==> src/rtl/core/nnt_pkg.sv <==
// Package: shared constants and controller/datapath interface types for the tour builder.
`timescale 1ns / 1ps
`default_nettype none
package nnt_pkg;

  localparam int MAX_NODES = 64;
  localparam int COST_BITS = 32;
  localparam int NODE_W    = 6;
  localparam int CNT_W     = 7;
  localparam int SUM_W     = 38;
  localparam int DEPTH     = MAX_NODES * MAX_NODES;
  localparam int ADDR_W    = $clog2(DEPTH);
  localparam int LOAD_W    = ADDR_W + 1;

  localparam logic [COST_BITS-1:0] COST_MAX = {COST_BITS{1'b1}};
  localparam logic [SUM_W-1:0]     SUM_MAX  = {SUM_W{1'b1}};

  // Commands from the controller to the datapath
  typedef struct packed {
    logic load;
    logic init;
    logic base_calc;
    logic scan_issue;
    logic close_add;
    logic commit;
    logic fail;
    logic emit_issue;
  } nnt_cmd_t;

  // Status from the datapath to the controller
  typedef struct packed {
    logic load_last;
    logic scan_end;
    logic found;
    logic tour_done;
    logic emit_end;
  } nnt_stat_t;

endpackage
`default_nettype wire

==> src/rtl/core/nnt_ctrl.sv <==
// Controller: state machine sequencing load, greedy steps, closing edge and result beats.
`timescale 1ns / 1ps
`default_nettype none
module nnt_ctrl import nnt_pkg::*; (
  input  wire        clk,
  input  wire        rst,
  input  wire        start,
  output logic       busy,
  output nnt_cmd_t   cmd,
  input  nnt_stat_t  stat
);

  localparam logic [3:0] S_IDLE       = 4'd0;
  localparam logic [3:0] S_INIT       = 4'd1;
  localparam logic [3:0] S_BASE       = 4'd2;
  localparam logic [3:0] S_SCAN       = 4'd3;
  localparam logic [3:0] S_DRAIN      = 4'd4;
  localparam logic [3:0] S_DECIDE     = 4'd5;
  localparam logic [3:0] S_CLOSE_BASE = 4'd6;
  localparam logic [3:0] S_CLOSE_RD   = 4'd7;
  localparam logic [3:0] S_CLOSE_ADD  = 4'd8;
  localparam logic [3:0] S_EMIT       = 4'd9;
  localparam logic [3:0] S_EMIT_DRAIN = 4'd10;

  logic [3:0] state;
  logic [3:0] state_next;

  assign busy = (state != S_IDLE);

  // Decode commands and next state
  always_comb begin
    cmd        = '0;
    state_next = state;
    unique case (state)
      S_IDLE: begin
        if (start) begin
          cmd.load = 1'b1;
          if (stat.load_last) begin
            state_next = S_INIT;
          end
        end
      end
      S_INIT: begin
        cmd.init   = 1'b1;
        state_next = S_BASE;
      end
      S_BASE: begin
        cmd.base_calc = 1'b1;
        state_next    = S_SCAN;
      end
      S_SCAN: begin
        cmd.scan_issue = 1'b1;
        if (stat.scan_end) begin
          state_next = S_DRAIN;
        end
      end
      S_DRAIN: begin
        state_next = S_DECIDE;
      end
      S_DECIDE: begin
        if (!stat.found) begin
          cmd.fail   = 1'b1;
          state_next = S_IDLE;
        end else begin
          cmd.commit = 1'b1;
          state_next = stat.tour_done ? S_CLOSE_BASE : S_BASE;
        end
      end
      S_CLOSE_BASE: begin
        cmd.base_calc = 1'b1;
        state_next    = S_CLOSE_RD;
      end
      S_CLOSE_RD: begin
        state_next = S_CLOSE_ADD;
      end
      S_CLOSE_ADD: begin
        cmd.close_add = 1'b1;
        state_next    = S_EMIT;
      end
      S_EMIT: begin
        cmd.emit_issue = 1'b1;
        if (stat.emit_end) begin
          state_next = S_EMIT_DRAIN;
        end
      end
      S_EMIT_DRAIN: begin
        state_next = S_IDLE;
      end
      default: begin
        state_next = S_IDLE;
      end
    endcase
  end

  // Advance the state register
  always_ff @(posedge clk) begin
    if (rst) begin
      state <= S_IDLE;
    end else begin
      state <= state_next;
    end
  end

endmodule
`default_nettype wire

==> config.mk <==
export PLATFORM = sky130hd
export DESIGN_NAME = nnt_ctrl
export DESIGN_NICKNAME = d
export VERILOG_FILES = /design/src/rtl/core/nnt_pkg.sv /design/src/rtl/core/nnt_ctrl.sv
export SDC_FILE = /design/constraint.sdc
export NUM_CORES = 1
export LEC_CHECK = 0
export BUFFER_PORTS_ARGS = -buffer_cell sky130_fd_sc_hd__buf_2
export CELL_PAD_IN_SITES_DETAIL_PLACEMENT = 0
export CELL_PAD_IN_SITES_GLOBAL_PLACEMENT = 1
export CORE_MARGIN = 2
export CORE_UTILIZATION = 28
export DETAILED_ROUTE_END_ITERATION = 16
export PLACE_DENSITY_LB_ADDON = 0.1
export SETUP_SLACK_MARGIN = 0.2
export SYNTH_ARGS = -nofsm -noshare
export SYNTH_HDL_FRONTEND = slang
export SYNTH_SLANG_ARGS = --single-unit
==> constraint.sdc <==
create_clock -name clk -period 2.7 [get_ports clk]
set_input_delay 0.135 -clock clk [delete_from_list [all_inputs] [get_ports clk]]
set_output_delay 0.135 -clock clk [all_outputs]
set_load 0.05 [all_outputs]
=== Word-level counts from Yosys, hierarchy flattened ===
Index checks and enable logic that the tools add are counted.
W data, S select, Z words.

* Register bits after elaboration: 4
* Bits of input ports: 8
* Output and inout bits: 9

* Equality and inequality tests: 13
* Multiplexer cells: 17
* Reductions and logical operators: 4

{| class="wikitable"
|+ Operators with widths
! kind !! number
|-
| $pmux W4 S10 || 1
|-
| $eq A4 B3 Y1 const B || 4
|-
| $mux W4 || 4
|-
| $mux W1 || 9
|-
| $eq A4 B2 Y1 const B || 2
|-
| $eq A4 B4 Y1 const B || 2
|-
| $ne A2 B2 Y1 const B || 4
|-
| $mux W3 || 2
|-
| $eq A4 B1 Y1 const B || 1
|-
| $logic_not A4 Y1 || 1
|-
| $reduce_and A4 Y1 || 1
|-
| $reduce_bool A4 Y1 || 1
|-
| $mux W2 || 1
|-
| $reduce_or A2 Y1 || 1
|}

=== Logic depth before layout (Yosys ltp) ===
Gate-level depths: netlist (run 1).

* Depth after elaboration: 3
* Gate-level depth with buffers: 5

=== Least setup slack after synthesis (run 1) ===
OpenSTA, ideal clock, no wires.

* Kind: register to output
* From: reg state[0]
* To: out cmd[6] in the netlist's numbering
* Arrival: 2166 ps
* Slack: 399 ps
* Stages on the path, launching flop included: 3
* Path buffers: 1
* Cells stage by stage: dfxtp_1 > buf_6 > nor4b_1

{| class="wikitable"
|+ RTL lines
! element !! line !! text
|-
| start, declared || nnt_ctrl.sv:25 || <nowiki>logic [3:0] state;</nowiki>
|-
| start signal, assigned || nnt_ctrl.sv:100 || <nowiki>state <= state_next;</nowiki>
|-
| end, declared || nnt_ctrl.sv:9 || <nowiki>output nnt_cmd_t cmd,</nowiki>
|}

==> flow_metrics.py, run 1 <==
metrics = {
    "floorplan": {
        "core_mm2": 0.00128,
        "die_x_um": 40.7,
        "ios": 17,
        "rows": 13,
        "fp.dieH_um": 40.7,
        "start_util_pct": 29.3,
        "die-area_mm2": 0.00165,
    },
    "cts": {
        "numCtsBuffers": 3,
        "cts_hold_buffers": 0,
        "cts.path.max_buffers": 2,
        "clockRootBuffer": "clkbuf_4",
        "clkSinkCount": 4,
        "cts_tree": "done",
        "htreeDepth": 1,
        "clkSlewWorstSetupHoldPaths_ns": 0.04,
        "clk_latency_ns": 0.24,
        "cts.repair.resized": 0,
        "post_cts_buffers": 0,
    },
    "critical_path": {
        "arrival_ns": 1.51,
        "reg2reg_slack_ns": 1.34,
        "critical_path_class": "flop to output port",
        "rr_endpoint": "state[2]$_SDFFE_PP0P_",
        "crit_fanout": 14,
        "critPathLaunchType": "flop",
        "crit_required_ns": 2.57,
        "r2r-start": "state[1]$_SDFFE_PP0P_",
        "reg2reg_depth": 4,
        "worstSetupEndpointType": "output port",
    },
    "placement": {
        "dpl.hpwl_um": 640,
        "placed_area_um2": 434,
        "place.gp.congestion": 0.674,
        "portBuffers": 16,
    },
    "yosys": {
        "yosysMostFrequentCell": "nor2_1",
        "synth_edf_count": 0,
        "synth_top_cell_area_share_pct": 21.3,
        "post-synth-top-area-cell": "dfxtp_1",
        "synth_nets": 54,
        "yosys_warnings": 0,
        "synthesis.area_um2": 377,
        "netlist_instances": 46,
        "avgSynthCellArea_um2": 8.19,
        "synth-seq-cells": 4,
        "ys_async_sr_fraction_pct": 0,
        "synth-seq-area-share_pct": 21.3,
        "synth.area.top_cells": "dfxtp_1, buf_6, nand3b_1, nor4_4, a21oi_1",
        "yosysUniqueCellTypes": 28,
        "synthTopCellsByCount": "nor2_1, a21oi_1, dfxtp_1",
        "ys.flop_type": "dfxtp_1",
    },
    "detailed_routing": {
        "wirelength_um": 939,
        "wl_per_cell_um": 12.4,
        "drc_errors": 0,
        "dr.pass1.iters": 4,
        "dr_total_vias": 382,
        "drt_iter0_markers": 11,
        "viasPerCell": 5.03,
        "drtAntennaViolNets": 0,
    },
    "grt": {
        "first_global_vias": 363,
        "grt_start_max_net_pins": 15,
        "overflow": 0,
        "grt_first_pass_wirelength_mm": 1.56,
        "track_usage_pct": 13.8,
        "antenna_found_initial": 0,
    },
    "worst_hold_path": {
        "hp-class": "input port to flop",
        "worst_hold_path.endpoint": "state[1]$_SDFFE_PP0P_",
        "worstHoldStart": "rst",
        "hold_path_depth": 2,
    },
    "finish": {
        "fin_nets": 71,
        "top_register": "state",
        "final_core_util_pct": 35.5,
        "drive_gt1_share_pct": 42.6,
        "final_area_um2": 457,
        "top_regs": "state: 4 flops",
        "antenna_cells": 0,
        "largest_reg_flops": 4,
        "syn2layout_area_growth_pct": 21.3,
    },
    "status": {
        "outcome": "finished, final reports clean",
    },
    "sta": {
        "slew_violations": 0,
        "worst_pin_slew_ns": 0.495,
        "rsz0062_at_grt": "no",
        "layout_min_cycle_time_ns": 1.64,
        "setup_viol": 0,
        "timing.setup.tns_ns": 0,
        "fin_skew_ns": 0.000494,
        "max-slew-margin-rel_pct": 66.9,
        "final-hold-violation-count": 0,
        "whs_ns": 0.112,
        "finalCritPeriodShare_pct": 60.9,
        "fmax_mhz": 608,
    },
    "power": {
        "p_leak_nw": 0.211,
        "ir_drop_uv": 206,
        "powerDensity_mw_per_mm2": 454,
    },
    "run": {
        "drv_cap": 0,
    },
}
[worst max-delay path: stages, from the launching register on]
cell and delay (ns):
dfxtp_1 0.45, nor4_4 0.39, and2_2 0.19, buf_2 0.25
[cell families (layout without fill, tap and decap cells)]
group                  count (synthesis)  count (layout)  synth area share [%]
buffers and inverters                  6              21                  13.0
flip-flops                             4               4                  21.3
AO/OA/AOI/OAI                         10              10                  17.6
AND/OR/NAND/NOR                       26              26                  48.2
[metrics by stage]
stage	std cells	power, mW	worst slack [ns]
after floorplan	46	0.120	0.399
after global placement	73	0.134	1.29
after detailed placement	73	0.133	1.29
after CTS	76	0.210	1.04
after global routing	76	0.219	0.918
final	76	0.207	1.06
[final cells by class]
class	instances	area (µm²)
fillers	158	828
multi-input cells	36	248
flip-flops and latches	4	80.1
repair buffers	16	80.1
clock buffers	3	22.5
well taps	15	18.8
inverters	2	7.51
[power breakdown]
group	internal, mW	switching [mW]
combinational	0.0215	0.0389
clock	0.0498	0.0258
sequential	0.0619	0.00957
[per-layer routing]
metal / GRT usage (%) / share of wire, %
met3: 1.63 / 5.0
met5: 0 / 0
met2: 21.4 / 42
met4: 5.00 / 1.5
met1: 19.4 / 51
[cells in the final DEF, fill, tap and decap left out, types with 2 or more instances in the layout]
master and count:
buf_2 16, nor2_1 5, a21oi_1 4, dfxtp_1 4, nand3b_1 3, nand2b_1 3, clkbuf_4 3, inv_1 2
nand2_1 2
[worst max path at each step]
| stage | start | end | cells after the start |
|---|---|---|---|
| 4_1_cts | state[0]$_SDFFE_PP0P_ | cmd[7] | 3 |
| 6_report | state[0]$_SDFFE_PP0P_ | cmd[7] | 3 |
| 2_1_floorplan | state[0]$_SDFFE_PP0P_ | cmd[6] | 2 |
| 3_5_place_dp | state[0]$_SDFFE_PP0P_ | cmd[2] | 3 |
| 3_3_place_gp | state[0]$_SDFFE_PP0P_ | cmd[7] | 3 |
| 5_1_grt | state[0]$_SDFFE_PP0P_ | cmd[2] | 3 |
Power figures use the tool's default switching activity.
==> run 2, diff against run 1 <==
ABC_AREA = 1   (was not set)
CORE_UTILIZATION = 23   (was 28)
clock period = 1.4 ns   (was 2.7 ns; I/O delays follow)
==> run 2 against run 1 <==
  * Hold slack got worse by 0.077 ns
  * Global-route usage decreased by 1.1 points
  * Setup slack got worse by 0.87 ns
  * Wire length increased by 6.2%
  * Critical path type unchanged
  * Final cell count increased by 33%
  * Clock skew increased by 0.00088 ns
  * Register-to-register slack got worse by 1.1 ns
  * Utilization increased by 7.8 points
  * Critical endpoint is now cmd[2]
==> flow_metrics.py, run 2 <==
metrics = {
    "status": {
        "outcome": "finished, final reports clean",
    },
    "critical_path": {
        "startpoint": "state[3]$_SDFFE_PP0P_",
        "critPathLaunchType": "flop",
        "endpoint": "cmd[2]",
        "arrival_ns": 1.15,
        "rr_endpoint": "state[1]$_SDFFE_PP0P_",
        "crit_fanout": 7,
        "reg2reg_depth": 8,
        "reg2reg_slack_ns": 0.25,
        "crit_required_ns": 1.33,
        "critical_path_class": "flop to output port",
        "worstSetupEndpointType": "output port",
        "r2r-start": "state[0]$_SDFFE_PP0P_",
    },
    "finish": {
        "drive_gt1_share_pct": 54.1,
        "fin_nets": 95,
        "final_cell_mix": "nand2_1, inv_1, nor2_1, buf_2, buf_6",
        "top_register": "state",
        "final_area_um2": 638,
        "final_common_cell": "nand2_1",
        "syn2layout_area_growth_pct": 82.1,
        "largest_reg_flops": 4,
        "antenna_cells": 0,
        "top_regs": "state: 4 flops",
    },
    "yosys": {
        "netlist_instances": 64,
        "synthTopCellsByCount": "nand2_1, nor2_1, inv_1",
        "ys.flop_type": "dfxtp_1",
        "synth_nets": 72,
        "post-synth-top-area-cell": "dfxtp_1",
        "yosysUniqueCellTypes": 16,
        "synth-seq-area-share_pct": 22.9,
        "synthesis.area_um2": 350,
        "synth-seq-cells": 4,
        "synth.area.top_cells": "dfxtp_1, nand2_1, nor2_1, inv_1, nand3_1",
        "avgSynthCellArea_um2": 5.47,
        "synth_top_cell_area_share_pct": 22.9,
        "ys_async_sr_fraction_pct": 0,
        "yosys_warnings": 0,
        "synth_edf_count": 0,
    },
    "cts": {
        "numCtsBuffers": 3,
        "clockRootBuffer": "clkbuf_4",
        "cts_hold_buffers": 0,
        "clk_latency_ns": 0.24,
        "cts_tree": "done",
        "cts.path.max_buffers": 2,
        "clkSlewWorstSetupHoldPaths_ns": 0.04,
        "htreeDepth": 1,
        "clkSinkCount": 4,
    },
    "detailed_routing": {
        "drt_iter0_markers": 5,
        "wirelength_um": 997,
        "wl_per_cell_um": 9.87,
        "drc_errors": 0,
        "drtAntennaViolNets": 0,
        "dr_total_vias": 435,
        "dr.pass1.iters": 2,
        "viasPerCell": 4.31,
    },
    "power": {
        "combinationalPowerShare_pct": 53.6,
        "p_leak_nw": 0.333,
        "clockPowerShare_pct": 21.4,
        "power.internal_mw": 0.356,
        "power_frac_seq_pct": 25.0,
        "ir_drop_uv": 558,
        "power_switching_mw": 0.315,
        "powerDensity_mw_per_mm2": 1050,
        "switching_share_pct": 46.9,
    },
    "floorplan": {
        "fp.dieH_um": 43.0,
        "die_x_um": 43.0,
        "rows": 14,
        "core_mm2": 0.00147,
        "die-area_mm2": 0.00185,
        "start_util_pct": 23.8,
        "ios": 17,
    },
    "sta": {
        "max-slew-margin-rel_pct": 83.4,
        "fmax_mhz": 822,
        "timing.setup.tns_ns": 0,
        "finalCritPeriodShare_pct": 86.9,
        "fin_skew_ns": 0.00137,
        "layout_setup_ws_ns": 0.184,
        "worst_pin_slew_ns": 0.251,
        "rsz0062_at_grt": "yes",
        "setup_viol": 0,
        "layout_min_cycle_time_ns": 1.22,
        "final-hold-violation-count": 0,
        "slew_violations": 0,
    },
    "grt": {
        "grt_first_pass_wirelength_mm": 1.70,
        "first_global_vias": 414,
        "overflow": 0,
        "antenna_found_initial": 0,
        "grt_start_max_net_pins": 8,
        "track_usage_pct": 12.7,
    },
    "worst_hold_path": {
        "hold_path_depth": 2,
        "hp-class": "input port to flop",
    },
    "placement": {
        "place.gp.congestion": 0.703,
        "placed_area_um2": 473,
        "pre_cts_slack_ns": 0.128,
        "portBuffers": 16,
        "dpl.hpwl_um": 741,
    },
    "run": {
        "drv_cap": 0,
    },
}
## run 2: critical path, stage by stage, from the launching register on
cell and delay, ns:
dfxtp_4 0.37, inv_8 0.09, nand2_4 0.05, nor2_1 0.09, nand2_1 0.09, inv_2 0.08, buf_8 0.14
## run 2: per-stage QoR
step | hold slack [ns] | instances | power, mW | utilization [%]
6_report | 0.0352 | 101 | 0.671 | 43.4
5_1_grt | 0.0330 | 101 | 0.736 | 43.4
4_1_cts | 0.0218 | 100 | 0.652 | 38.7
3_5_place_dp | 0.285 | 95 | 0.449 | 32.1
3_3_place_gp | 0.285 | 95 | 0.448 | 32.1
2_1_floorplan | 0.137 | 64 | 0.399 | -
## run 2: final cells by class
| type | instances | area (µm²) |
|---|---|---|
| multi-input combinational | 44 | 280 |
| fill | 163 | 833 |
| sequential | 4 | 95.1 |
| inverter | 14 | 60.1 |
| clock buffer | 3 | 22.5 |
| timing repair buffer | 20 | 160 |
| tap | 16 | 20.0 |
## run 2: what timing repair did
item | in CTS | in global routing
gates resized for setup | 22 | 17
pin swaps | 0 | 5
endpoints found under the hold margin | 0 | 0
setup buffers | 2 | 1
endpoints found under the setup margin | 12 | 10
## run 2: cell families after synthesis
group	after synthesis	synth area share (%)
compound gates	3	5.00
buf+inv	16	20.4
flops	4	22.9
simple gates	41	51.8
## run 2: power groups by stage
stage               sequential, mW  clock [mW]  combinational (mW)
floorplan                    0.137           0               0.262
global placement             0.157           0               0.292
detailed placement           0.158           0               0.291
CTS                          0.160       0.152               0.339
global route                 0.171       0.171               0.394
finish                       0.168       0.144               0.360
## run 2: worst min-delay path by stage
stage               startpoint               endpoint  slack, ns
CTS                        rst  state[2]$_SDFFE_PP0P_       0.02
global placement           rst  state[2]$_SDFFE_PP0P_       0.28
floorplan                  rst  state[2]$_SDFFE_PP0P_       0.14
global route               rst  state[2]$_SDFFE_PP0P_       0.03
detailed placement         rst  state[2]$_SDFFE_PP0P_       0.28
finish                     rst  state[2]$_SDFFE_PP0P_       0.04
## run 2: per-layer routing
metal  track usage (%)  vias to the layer above  wire [µm]
met3              7.66                        0         64
met1              14.6                      183        440
li1                  -                      238          -
met2              19.7                       14        492
met4              3.64                        0          0
met5                 0                        -          0
